**src/hw/rtl/lscc_pkg.sv**
```systemverilog
// Shared types and constants for the lidar corridor check.
// Holds the sequencer state type, the CORDIC arctangent table and fixed bounds.
// No dependencies.
package lscc_pkg;

    typedef enum logic [3:0] {
        ST_IDLE,
        ST_SQ_X,
        ST_SQ_Y,
        ST_SUM,
        ST_SQRT,
        ST_VEC_INIT,
        ST_VEC,
        ST_BEAR,
        ST_DIV,
        ST_THETA,
        ST_ROT,
        ST_MUL_S,
        ST_MUL_C,
        ST_CMP,
        ST_DONE
    } lscc_state_t;

    localparam int CORDIC_STEPS = 24;
    localparam int STEP_W       = 5;

    // 23040 = 45 * 2^9: drop the power of two, then multiply by a reciprocal of 45
    localparam int DIV_SHIFT = 9;
    localparam int DIV_ODD   = 45;

    localparam logic [15:0] DIV_BIAS    = 16'd11520;
    localparam logic [15:0] NEAR_LO     = 16'd150;
    localparam logic [15:0] NEAR_HI     = 16'd650;
    localparam logic [15:0] FAR_LO      = 16'd700;
    localparam logic [15:0] FAR_HI      = 16'd2700;
    localparam logic [10:0] SAFE_RESET  = 11'd200;
    localparam logic [7:0]  GOAL_MARGIN = 8'd200;
    localparam logic [31:0] SIN_X0      = 32'd652032875;
    localparam logic [31:0] HALF_TURN32 = 32'h8000_0000;

    // atan(2^-i) in 2^-32 turn units
    function automatic logic [31:0] atan_turn32(input logic [STEP_W-1:0] idx);
        logic [31:0] v;
        begin
            case (idx)
                5'd0:    v = 32'h20000000;
                5'd1:    v = 32'h12E4051E;
                5'd2:    v = 32'h09FB385B;
                5'd3:    v = 32'h051111D4;
                5'd4:    v = 32'h028B0D43;
                5'd5:    v = 32'h0145D7E1;
                5'd6:    v = 32'h00A2F61E;
                5'd7:    v = 32'h00517C55;
                5'd8:    v = 32'h0028BE53;
                5'd9:    v = 32'h00145F2F;
                5'd10:   v = 32'h000A2F98;
                5'd11:   v = 32'h000517CC;
                5'd12:   v = 32'h00028BE6;
                5'd13:   v = 32'h000145F3;
                5'd14:   v = 32'h0000A2FA;
                5'd15:   v = 32'h0000517D;
                5'd16:   v = 32'h000028BE;
                5'd17:   v = 32'h0000145F;
                5'd18:   v = 32'h00000A30;
                5'd19:   v = 32'h00000518;
                5'd20:   v = 32'h0000028C;
                5'd21:   v = 32'h00000146;
                5'd22:   v = 32'h000000A3;
                5'd23:   v = 32'h00000051;
                default: v = 32'h00000000;
            endcase
            return v;
        end
    endfunction

endpackage

```
**src/hw/rtl/lscc_if.sv**
```systemverilog
// Channel interfaces of the lidar corridor check: request, result, config.
// Valid/ready handshake; no package dependency.
interface lscc_req_if #(
    parameter int COORD_BITS = 20,
    parameter int ANGLE_BITS = 16
);
    logic                         valid;
    logic                         ready;
    logic                         cmd;
    logic signed [COORD_BITS-1:0] goal_x;
    logic signed [COORD_BITS-1:0] goal_y;
    logic signed [COORD_BITS-1:0] robot_x;
    logic signed [COORD_BITS-1:0] robot_y;
    logic [ANGLE_BITS-1:0]        heading;
    logic [15:0]                  scan_distance;
    logic [14:0]                  scan_angle;
    logic                         last;

    modport source (output valid, cmd, goal_x, goal_y, robot_x, robot_y, heading,
                    scan_distance, scan_angle, last, input ready);
    modport sink   (input valid, cmd, goal_x, goal_y, robot_x, robot_y, heading,
                    scan_distance, scan_angle, last, output ready);
endinterface

interface lscc_rsp_if;
    logic valid;
    logic ready;
    logic path_clear;

    modport source (output valid, path_clear, input ready);
    modport sink   (input valid, path_clear, output ready);
endinterface

interface lscc_cfg_if;
    logic        valid;
    logic        ready;
    logic [10:0] safe_zone_mm;

    modport source (output valid, safe_zone_mm, input ready);
    modport sink   (input valid, safe_zone_mm, output ready);
endinterface

```
**src/hw/rtl/laser_scan_path_clear_check.sv**
```systemverilog
// Top level of the lidar corridor check: sequencer plus one shared CORDIC shifter,
// one shared multiplier, a bit-serial sqrt and a reciprocal multiply for the angle.
// Depends on lscc_pkg and the interfaces in lscc_if.sv.
//
//  channel | dir | payload                                         | accept
//  req     | in  | cmd, goal/robot x,y, heading, scan, last        | valid & ready
//  rsp     | out | path_clear                                      | valid & ready
//  cfg     | in  | safe_zone_mm                                    | valid & ready
//
// Start item, after acceptance: two squares, sum, COORD_BITS+1 sqrt steps, vectoring
// setup, 24 vectoring CORDIC steps, bearing, done. Forward in-range sample: reciprocal
// multiply, theta, 24 rotation CORDIC steps, two multiplies, compare, done; other in-range
// samples: reciprocal multiply, theta, done; out-of-range: reciprocal multiply, done.
// req.ready is high only in idle; a last item waits in done while an earlier result is
// still unaccepted. Reset is asynchronous; cfg is always ready.
module laser_scan_path_clear_check #(
    parameter int ANGLE_BITS = 16,
    parameter int COORD_BITS = 20
) (
    input  logic       clk,
    input  logic       rst_n,
    lscc_req_if.sink   req,
    lscc_rsp_if.source rsp,
    lscc_cfg_if.sink   cfg
);
    import lscc_pkg::*;

    localparam int DW    = COORD_BITS + 1;
    localparam int RW    = 2 * DW;
    localparam int SRW   = DW + 3;
    localparam int NW    = ANGLE_BITS + 16;
    localparam int MW    = (DW > 32) ? DW : 32;
    localparam int PW    = 2 * MW;
    localparam int CW    = PW + 2;
    localparam int ZW    = 34;
    localparam int VSH   = 60 - COORD_BITS;
    localparam int CMAX  = (DW > CORDIC_STEPS) ? DW : CORDIC_STEPS;
    localparam int CNT_W = $clog2(CMAX + 1);
    localparam int RECIP_K = ANGLE_BITS + 13;
    localparam logic [63:0] RECIP = ((64'd1 << RECIP_K) + 64'(DIV_ODD - 1)) / 64'(DIV_ODD);
    localparam logic [ANGLE_BITS-1:0] QUARTER = ANGLE_BITS'(1) << (ANGLE_BITS - 2);
    localparam logic [ANGLE_BITS-1:0] THREE_Q = ANGLE_BITS'(3) << (ANGLE_BITS - 2);

    lscc_state_t state_reg, state_next;

    logic [CNT_W-1:0]          cnt_reg, cnt_next;
    logic                      last_reg, ranged_reg;
    logic signed [DW-1:0]      dx_reg, dy_reg;
    logic [ANGLE_BITS-1:0]     heading_reg;
    logic [15:0]               dist_reg;
    logic [NW-1:0]             num_reg, num_next;
    logic [ANGLE_BITS-1:0]     q_reg, q_next;
    logic [RW-1:0]             rad_reg, rad_next;
    logic [SRW-1:0]            srem_reg, srem_next;
    logic [DW-1:0]             root_reg, root_next;
    logic signed [63:0]        x_reg, x_next, y_reg, y_next;
    logic signed [ZW-1:0]      z_reg, z_next;
    logic [PW-1:0]             prod_reg, prod_next;
    logic                      s_ok_reg, s_ok_next;
    logic [ANGLE_BITS-1:0]     bearing_reg, bearing_next;
    logic [DW-1:0]             gdist_reg, gdist_next;
    logic                      blocked_reg, blocked_next;
    logic [10:0]               sz_reg;
    logic                      out_valid_reg, out_valid_next;
    logic                      clear_reg, clear_next;

    logic                      accept;
    logic [DW-1:0]             ux, uy;
    logic [MW-1:0]             mul_a, mul_b;
    logic [PW-1:0]             mul_p;
    logic signed [63:0]        xs, ys;
    logic signed [ZW-1:0]      atan_z;
    logic                      rot_dir;
    logic [SRW-1:0]            srem_t, strial;
    logic [ANGLE_BITS-1:0]     theta;
    logic [ANGLE_BITS-1:0]     rot_a;
    logic [31:0]               zr;
    logic signed [63:0]        dy64;
    logic                      out_free;
    logic [15:0]               d_in;

    assign accept   = req.valid && req.ready;
    assign req.ready = (state_reg == ST_IDLE);
    assign cfg.ready = 1'b1;
    assign rsp.valid = out_valid_reg;
    assign rsp.path_clear = clear_reg;
    assign out_free = !out_valid_reg || rsp.ready;
    assign d_in = req.scan_distance;

    assign ux = dx_reg[DW-1] ? DW'(-dx_reg) : DW'(dx_reg);
    assign uy = dy_reg[DW-1] ? DW'(-dy_reg) : DW'(dy_reg);

    // shared CORDIC shifter and table
    assign xs     = x_reg >>> cnt_reg[STEP_W-1:0];
    assign ys     = y_reg >>> cnt_reg[STEP_W-1:0];
    assign atan_z = ZW'(atan_turn32(cnt_reg[STEP_W-1:0]));
    assign rot_dir = (state_reg == ST_VEC) ? !y_reg[63] : z_reg[ZW-1];

    // shared multiplier
    always_comb
    begin
        case (state_reg)
            ST_SQ_X:  begin mul_a = MW'(ux); mul_b = MW'(ux); end
            ST_SQ_Y:  begin mul_a = MW'(uy); mul_b = MW'(uy); end
            ST_DIV:   begin mul_a = MW'(num_reg >> DIV_SHIFT); mul_b = MW'(RECIP); end
            ST_MUL_S: begin mul_a = MW'(dist_reg); mul_b = MW'(y_reg[31:0]); end
            ST_MUL_C: begin mul_a = MW'(dist_reg); mul_b = MW'(x_reg[31:0]); end
            default:  begin mul_a = '0; mul_b = '0; end
        endcase
    end
    assign mul_p = mul_a * mul_b;

    assign srem_t = {srem_reg[SRW-3:0], rad_reg[RW-1:RW-2]};
    assign strial = SRW'({root_reg, 2'b01});
    assign theta  = bearing_reg + q_reg;
    assign rot_a  = (theta < QUARTER) ? theta : -theta;
    assign zr     = z_reg[31:0] + (32'd1 << (31 - ANGLE_BITS));
    assign dy64   = 64'(dy_reg);

    // next state
    always_comb
    begin
        state_next = state_reg;
        case (state_reg)
            ST_IDLE:
                if (accept)
                    state_next = req.cmd ? ST_DIV : ST_SQ_X;
            ST_SQ_X:     state_next = ST_SQ_Y;
            ST_SQ_Y:     state_next = ST_SUM;
            ST_SUM:      state_next = ST_SQRT;
            ST_SQRT:
                if (cnt_reg == CNT_W'(DW - 1))
                    state_next = ST_VEC_INIT;
            ST_VEC_INIT: state_next = ST_VEC;
            ST_VEC:
                if (cnt_reg == CNT_W'(CORDIC_STEPS - 1))
                    state_next = ST_BEAR;
            ST_BEAR:     state_next = ST_DONE;
            ST_DIV:
                if (!ranged_reg)
                    state_next = ST_DONE;
                else
                    state_next = ST_THETA;
            ST_THETA:
                if (theta < QUARTER || theta > THREE_Q)
                    state_next = ST_ROT;
                else
                    state_next = ST_DONE;
            ST_ROT:
                if (cnt_reg == CNT_W'(CORDIC_STEPS - 1))
                    state_next = ST_MUL_S;
            ST_MUL_S:    state_next = ST_MUL_C;
            ST_MUL_C:    state_next = ST_CMP;
            ST_CMP:      state_next = ST_DONE;
            ST_DONE:
                if (!last_reg || out_free)
                    state_next = ST_IDLE;
            default:     state_next = ST_IDLE;
        endcase
    end

    // datapath and outputs
    always_comb
    begin
        cnt_next       = cnt_reg;
        num_next       = num_reg;
        q_next         = q_reg;
        rad_next       = rad_reg;
        srem_next      = srem_reg;
        root_next      = root_reg;
        x_next         = x_reg;
        y_next         = y_reg;
        z_next         = z_reg;
        prod_next      = prod_reg;
        s_ok_next      = s_ok_reg;
        bearing_next   = bearing_reg;
        gdist_next     = gdist_reg;
        blocked_next   = blocked_reg;
        out_valid_next = out_valid_reg && !rsp.ready;
        clear_next     = clear_reg;
        case (state_reg)
            ST_IDLE:
            begin
                cnt_next = '0;
                num_next = (NW'(req.scan_angle) << ANGLE_BITS) + NW'(DIV_BIAS);
                q_next   = '0;
            end
            ST_SQ_X:  prod_next = mul_p;
            ST_SQ_Y:
            begin
                rad_next  = RW'(prod_reg);
                prod_next = mul_p;
            end
            ST_SUM:
            begin
                rad_next  = rad_reg + RW'(prod_reg);
                srem_next = '0;
                root_next = '0;
                cnt_next  = '0;
            end
            ST_SQRT:
            begin
                rad_next = rad_reg << 2;
                if (srem_t >= strial)
                begin
                    srem_next = srem_t - strial;
                    root_next = {root_reg[DW-2:0], 1'b1};
                end
                else
                begin
                    srem_next = srem_t;
                    root_next = {root_reg[DW-2:0], 1'b0};
                end
                cnt_next = cnt_reg + 1'b1;
            end
            ST_VEC_INIT:
            begin
                gdist_next = root_reg;
                cnt_next   = '0;
                x_next     = 64'(ux) <<< VSH;
                y_next     = (dx_reg[DW-1] ? -dy64 : dy64) <<< VSH;
                z_next     = dx_reg[DW-1] ? ZW'(HALF_TURN32) : '0;
            end
            ST_VEC, ST_ROT:
            begin
                if (rot_dir)
                begin
                    x_next = x_reg + ys;
                    y_next = y_reg - xs;
                    z_next = z_reg + atan_z;
                end
                else
                begin
                    x_next = x_reg - ys;
                    y_next = y_reg + xs;
                    z_next = z_reg - atan_z;
                end
                cnt_next = cnt_reg + 1'b1;
            end
            ST_BEAR:
            begin
                // goal on robot: direction is zero
                if (dx_reg == '0 && dy_reg == '0)
                    bearing_next = -heading_reg;
                else
                    bearing_next = zr[31:32-ANGLE_BITS] - heading_reg;
                blocked_next = 1'b0;
            end
            ST_DIV:
                // low bits of the quotient; the angle wraps mod one turn
                q_next = mul_p[RECIP_K +: ANGLE_BITS];
            ST_THETA:
            begin
                cnt_next = '0;
                x_next   = 64'(SIN_X0);
                y_next   = '0;
                z_next   = ZW'(rot_a) << (32 - ANGLE_BITS);
            end
            ST_MUL_S:
            begin
                // clamp negative sine and cosine to zero
                if (y_reg[63])
                    y_next = '0;
                if (x_reg[63])
                    x_next = '0;
                prod_next = y_reg[63] ? PW'(0) : mul_p;
            end
            ST_MUL_C:
            begin
                s_ok_next = CW'(prod_reg) < (CW'(sz_reg) << 30);
                prod_next = x_reg[63] ? PW'(0) : mul_p;
            end
            ST_CMP:
                if (s_ok_reg &&
                    (CW'(prod_reg) + (CW'(GOAL_MARGIN) << 30)) < (CW'(gdist_reg) << 30))
                    blocked_next = 1'b1;
            ST_DONE:
                if (last_reg && out_free)
                begin
                    out_valid_next = 1'b1;
                    clear_next     = !blocked_reg;
                    blocked_next   = 1'b0;
                end
            default: ;
        endcase
    end

    always_ff @(posedge clk or negedge rst_n)
    begin
        if (!rst_n)
        begin
            state_reg     <= ST_IDLE;
            out_valid_reg <= 1'b0;
            blocked_reg   <= 1'b0;
            bearing_reg   <= '0;
            gdist_reg     <= '0;
            sz_reg        <= SAFE_RESET;
            cnt_reg       <= '0;
        end
        else
        begin
            state_reg     <= state_next;
            out_valid_reg <= out_valid_next;
            blocked_reg   <= blocked_next;
            bearing_reg   <= bearing_next;
            gdist_reg     <= gdist_next;
            cnt_reg       <= cnt_next;
            if (cfg.valid && cfg.ready)
                sz_reg <= cfg.safe_zone_mm;
        end
    end

    always_ff @(posedge clk)
    begin
        if (accept)
        begin
            last_reg    <= req.last;
            dx_reg      <= DW'(req.goal_x) - DW'(req.robot_x);
            dy_reg      <= DW'(req.goal_y) - DW'(req.robot_y);
            heading_reg <= req.heading;
            dist_reg    <= d_in;
            ranged_reg  <= (d_in > NEAR_LO && d_in < NEAR_HI) ||
                           (d_in > FAR_LO && d_in < FAR_HI);
        end
        num_reg  <= num_next;
        q_reg    <= q_next;
        rad_reg  <= rad_next;
        srem_reg <= srem_next;
        root_reg <= root_next;
        x_reg    <= x_next;
        y_reg    <= y_next;
        z_reg    <= z_next;
        prod_reg <= prod_next;
        s_ok_reg <= s_ok_next;
        clear_reg <= clear_next;
    end

endmodule
```
**src/flat_wrapper.sv**
```systemverilog
// flat-port wrapper written by rule: the top's interface ports become plain ports
module laser_scan_path_clear_check_flat import lscc_pkg::*;
#(
    parameter int ANGLE_BITS = 16,
    parameter int COORD_BITS = 20
)
  (clk, rst_n, req_valid, req_cmd, req_goal_x, req_goal_y, req_robot_x, req_robot_y, req_heading, req_scan_distance, req_scan_angle, req_last, req_ready, rsp_valid, rsp_path_clear, rsp_ready, cfg_valid, cfg_safe_zone_mm, cfg_ready);
  lscc_req_if #(.COORD_BITS(COORD_BITS), .ANGLE_BITS(ANGLE_BITS)) req_i ();
  lscc_rsp_if rsp_i ();
  lscc_cfg_if cfg_i ();
  input  logic clk;
  input  logic rst_n;
  input wire logic [$bits(req_i.valid)-1:0] req_valid;
  input wire logic [$bits(req_i.cmd)-1:0] req_cmd;
  input wire logic [$bits(req_i.goal_x)-1:0] req_goal_x;
  input wire logic [$bits(req_i.goal_y)-1:0] req_goal_y;
  input wire logic [$bits(req_i.robot_x)-1:0] req_robot_x;
  input wire logic [$bits(req_i.robot_y)-1:0] req_robot_y;
  input wire logic [$bits(req_i.heading)-1:0] req_heading;
  input wire logic [$bits(req_i.scan_distance)-1:0] req_scan_distance;
  input wire logic [$bits(req_i.scan_angle)-1:0] req_scan_angle;
  input wire logic [$bits(req_i.last)-1:0] req_last;
  output wire logic [$bits(req_i.ready)-1:0] req_ready;
  output wire logic [$bits(rsp_i.valid)-1:0] rsp_valid;
  output wire logic [$bits(rsp_i.path_clear)-1:0] rsp_path_clear;
  input wire logic [$bits(rsp_i.ready)-1:0] rsp_ready;
  input wire logic [$bits(cfg_i.valid)-1:0] cfg_valid;
  input wire logic [$bits(cfg_i.safe_zone_mm)-1:0] cfg_safe_zone_mm;
  output wire logic [$bits(cfg_i.ready)-1:0] cfg_ready;
  assign req_i.valid = req_valid;
  assign req_i.cmd = req_cmd;
  assign req_i.goal_x = req_goal_x;
  assign req_i.goal_y = req_goal_y;
  assign req_i.robot_x = req_robot_x;
  assign req_i.robot_y = req_robot_y;
  assign req_i.heading = req_heading;
  assign req_i.scan_distance = req_scan_distance;
  assign req_i.scan_angle = req_scan_angle;
  assign req_i.last = req_last;
  assign req_ready = req_i.ready;
  assign rsp_valid = rsp_i.valid;
  assign rsp_path_clear = rsp_i.path_clear;
  assign rsp_i.ready = rsp_ready;
  assign cfg_i.valid = cfg_valid;
  assign cfg_i.safe_zone_mm = cfg_safe_zone_mm;
  assign cfg_ready = cfg_i.ready;
  laser_scan_path_clear_check #(.ANGLE_BITS(ANGLE_BITS), .COORD_BITS(COORD_BITS)) u_core (.clk(clk), .rst_n(rst_n), .req(req_i), .rsp(rsp_i), .cfg(cfg_i));
endmodule
```
**config.mk**
```make
export PLATFORM = sky130hd
export DESIGN_NAME = laser_scan_path_clear_check_flat
export DESIGN_NICKNAME = d
export VERILOG_FILES = /design/src/hw/rtl/lscc_pkg.sv /design/src/hw/rtl/lscc_if.sv /design/src/hw/rtl/laser_scan_path_clear_check.sv /design/src/flat_wrapper.sv
export SDC_FILE = /design/constraint.sdc
export NUM_CORES = 2
export LEC_CHECK = 0
export BUFFER_PORTS_ARGS = -buffer_cell sky130_fd_sc_hd__buf_2
export CORE_MARGIN = 3
export CORE_UTILIZATION = 40
export CTS_CLUSTER_DIAMETER = 50
export DETAILED_ROUTE_END_ITERATION = 12
export GPL_TIMING_DRIVEN = 0
export SYNTH_ARGS = -nofsm -noshare
export SYNTH_HDL_FRONTEND = slang
export SYNTH_SLANG_ARGS = --single-unit
```
**constraint.sdc**
```tcl
create_clock -name clk -period 10.4 [get_ports clk]
set_input_delay 0.52 -clock clk [delete_from_list [all_inputs] [get_ports clk]]
set_output_delay 0.52 -clock clk [all_outputs]
set_load 0.01 [all_outputs]
```
==> results.md <==
Finish:
- In the final design database the tool counted 9,762 nets.
- The filler-free cell count of the finished design is 10,877.
- After routing the design area is 80,600 sq um.
- The number of fill cells in the layout is 17,114.
- The multi-input combinational cells in the finished layout cover a total of 53,400 sq um.
- Registers take 13,800 sq um.
- Cells with a size suffix above 1 make up 11.9% of the layout.
- The layout-stage area growth over the synthesis result is 13.5%.

Yosys:
- For this run, asynchronously set or reset flops after synthesis account for 12.6%.
- In the post-synthesis netlist, the biggest area contributors are edfxtp_1, fa_1, ha_1, inv_1, mux4_2.
- The cell area that synthesis handed to floorplanning was 71,000 sq um.
- The cell count after synthesis is 8,050.
- In the synthesized netlist the dominant register cell turns out to be edfxtp_1.
- Of the synthesized area, sequential elements account for 19.5%.
- The mean post-synth cell area is 8.82 sq um.
- The number of synthesized flops with an enable pin is 411.
- The dominant cell type by area after synthesis is edfxtp_1.
- The number of different library cells in the post-synthesis netlist is 99.
- During synthesis, Yosys emitted a total of 0 warnings.
- Counting flops and latches in the post-synthesis netlist gives 470.
- The share of Yosys cell area claimed by the top area cell type is 17.4%.

Die:
- In this run the core area contains 153 standard-cell rows.
- The die span in y is 427 um.
- The top-level port count is 149.
- After floorplanning, the core was sized to cover 175,000 sq um.
- The x dimension of the die is 427 um.
- The die covers 183,000 sq um.
- The initial core utilization is 40.5%.

Clock tree:
- The cell at the root of the clock tree is clkbuf_16.
- The clock buffer count from CTS is 83.
- The deepest clock path buffer count is 3.
- The clock slew seen by the registers of the worst setup and hold paths is 60 ps.
- TritonCTS built the clock tree.
- At the later pin of the worst-skew pair, clock insertion delay measures 750 ps.
- The number of H-tree levels is 3.
- The number of sinks driven by the clock tree is 470.

Critical path:
- The kind of end point of the critical path is a flop.
- The worst setup path is launched from a flop.
- In this run the worst path has a maximum fanout of 10.
- Grouping stages by cell kind, the critical path spends the most delay in buffers and inverters.
- By instance count, the cell type seen most on the critical path is buf_2.
- In this design, the stage delay of the slowest critical-path cell is 700 ps.
- Data on the critical path arrives at its endpoint at 10,780 ps.
- The worst setup path is of the reg2reg kind.
- The critical-path cell with the highest stage delay is nor3_1.
- The count of buffering cells on the critical path with inverters included is 7.
- At the worst endpoint, the required time is 10,830 ps.

Outcome:
- The run finished, with violations left.
- The checks that failed: max-capacitance violations, max-slew violations.

Route:
- The DRC violations left is 0.
- Dividing the detail-routed wire length by the instance count gives 30.7 um.
- Using the TritonRoute via totals, the vias-per-cell ratio works out to 6.14.
- Summing over every cut layer, the via total after detailed routing is 66,731.
- For this run, the detailed router's first-pass iteration total came to 8.
- The final wirelength is 334 mm.
- The number of DRC markers in iteration 0 is 7,879.
- The count of nets left with antenna violations once routing finished came out at 0.

Global route:
- The number of antenna violations at the first check in global routing is 26.
- Entering global routing, the biggest net connects 60 pins.
- For this run, the total global-route usage over all layers was measured as 36.2%.
- The leftover overflow at the end of global routing is 0.
- The number of global-route vias before repair is 65,968.
- The first global-routing pass estimated 475 mm of wire.

Timing:
- The max-slew violation count came to 43.
- After layout, the worst setup slack is 53.3 ps.
- The share of the clock period used by the worst path is 99.5%.
- The worst max-slew margin expressed relative to the limit is -6.86%.
- The final hold violation count is 0.
- Setup total negative slack on the finished layout was measured at 0 ps.
- The final setup violation count is 0.
- At the pin with the least slew margin, the transition time is 1600 ps.
- Setup repair after global routing could not meet its margin everywhere.
- The clock tree skew after final layout is 85.2 ps.
- Derived from the worst setup path, the maximum achievable clock frequency is 96.6 MHz.
- The final critical path time including I/O delays and setup is 10,350 ps.

Placed design:
- The final weighted congestion in routability-driven placement is 1.12.
- The number of cells after detailed placement is 10,609.
- At the placement stage, the worst setup path has a slack of -2130 ps.
- The placed instances occupy a cell area of 75,200 sq um.
- The count of buffers added on input and output ports is 147.
- The placed wire-length estimate is 272 mm.

Min path:
- In this run the worst hold path is classified as in2reg.

Flow run:
- The number of violations of the max-capacitance limit is 4.
-- layer usage --
layer | wire length (um) | track usage (%) | share of wire [%]
met1 | 138000 | 48.3 | 41
met2 | 133000 | 50.9 | 40
met3 | 42500 | 13.9 | 13
met4 | 20100 | 17.9 | 6.0
met5 | 410 | 0 | 0.12
-- final timing paths --
check | start | to | slack [ps] | depth (start not counted)
min in group asynchronous | rst_n | u_core.bearing_reg[3] | 460 | 2
min | cfg_safe_zone_mm[1] | u_core.sz_reg[1] | 40 | 3
max in group asynchronous | rst_n | u_core.gdist_reg[3] | 9360 | 2
min reg2reg | u_core.gdist_reg[0] | u_core.gdist_reg[0] | 490 | 2
max | u_core.cnt_reg[1] | u_core.y_reg[61] | 50 | 27
max reg2reg | u_core.cnt_reg[1] | u_core.y_reg[61] | 50 | 27
-- what timing repair did --
item / CTS / global route
pin swaps: 19 / 28
hold endpoints to repair: 107 / 0
hold buffers: 52 / 0
endpoints found under the setup margin: 71 / 74
resized for setup: 200 / 164
setup buffers: 38 / 24
-- cell usage in the layout (no fill, tap or decap), drive strengths merged, types with 38 or more instances in the layout --
cell and instances:
conb 68, nand2 894, mux2i 172, a31oi 80, and2 61, nand3 93
a21o 205, or3 42, a21oi 386, ha 546, o21bai 44, buf 347
edfxtp 411, nor2 719, mux4 151, a211oi 69, mux2 69, o21a 50
and3 76, a22oi 61, dfrtp 56, o22ai 112, o21ai 431, or2 39
nand2b 79, xor2 245, fa 606, a221oi 44, a21boi 38, xnor2 287
nand4 49, inv 928, nor3 134, dlygate4sd3 52, a221o 38, clkbuf 369
nor2b 89, o31ai 48
-- worst register-to-register path, delay by kind of cell, from the launching register on --
family / cells / cell delay (ps)
AO/OA/AOI/OAI: 6 / 2090
XOR/XNOR: 2 / 340
adder cells (fa/ha/maj): 1 / 280
buffers and inverters: 7 / 3460
flip-flops: 1 / 400
multiplexers: 1 / 370
AND/OR/NAND/NOR: 10 / 3110
-- cell families after synthesis --
kind of cell    share of synthesized area [%]
buf+inv                                  7.29
other cells                            0.0106
xor+xnor                                 6.57
compound gates                           16.6
flops                                    19.5
simple gates                             15.0
fa+ha+maj                                26.7
mux                                      8.32
-- cell usage after synthesis (all sizes together), types with 50 or more instances --
cell type / n
mux2: 69
inv: 911
nor2: 719
a21o: 205
a211oi: 69
and2: 61
o21ai: 431
a22oi: 61
buf: 114
nor2b: 89
nand3: 93
edfxtp: 411
a31oi: 80
dfrtp: 56
and3: 76
mux4: 151
a21oi: 386
xor2: 245
nand2b: 79
o21a: 50
xnor2: 287
nor3: 134
ha: 546
clkbuf: 295
nand2: 894
o22ai: 112
mux2i: 172
fa: 606
-- through the flow --
| stage | utilization (%) | hold WS, ps |
|---|---|---|
| 3_5_place_dp | 43.0 | 486 |
| 3_3_place_gp | 42.7 | 474 |
| 5_1_grt | 46.0 | 29.8 |
| 2_1_floorplan | - | 224 |
| 6_report | 46.0 | 40.7 |
| 4_1_cts | 45.6 | 2.73 |
-- layout make-up --
type	count	share of cell area, %
clock inverters	61	0.911
repair buffers	283	2.62
clock buffers	95	2.75
well taps	2325	3.61
plain buffers	390	2.36
multi-input cells	6325	66.3
flip-flops and latches	470	17.2
inverters	912	4.26
diodes	16	0.0497
Power is left out: the tool's default activity adds up to more than one toggle a clock period on the data nets, which glitch-free logic cannot reach.
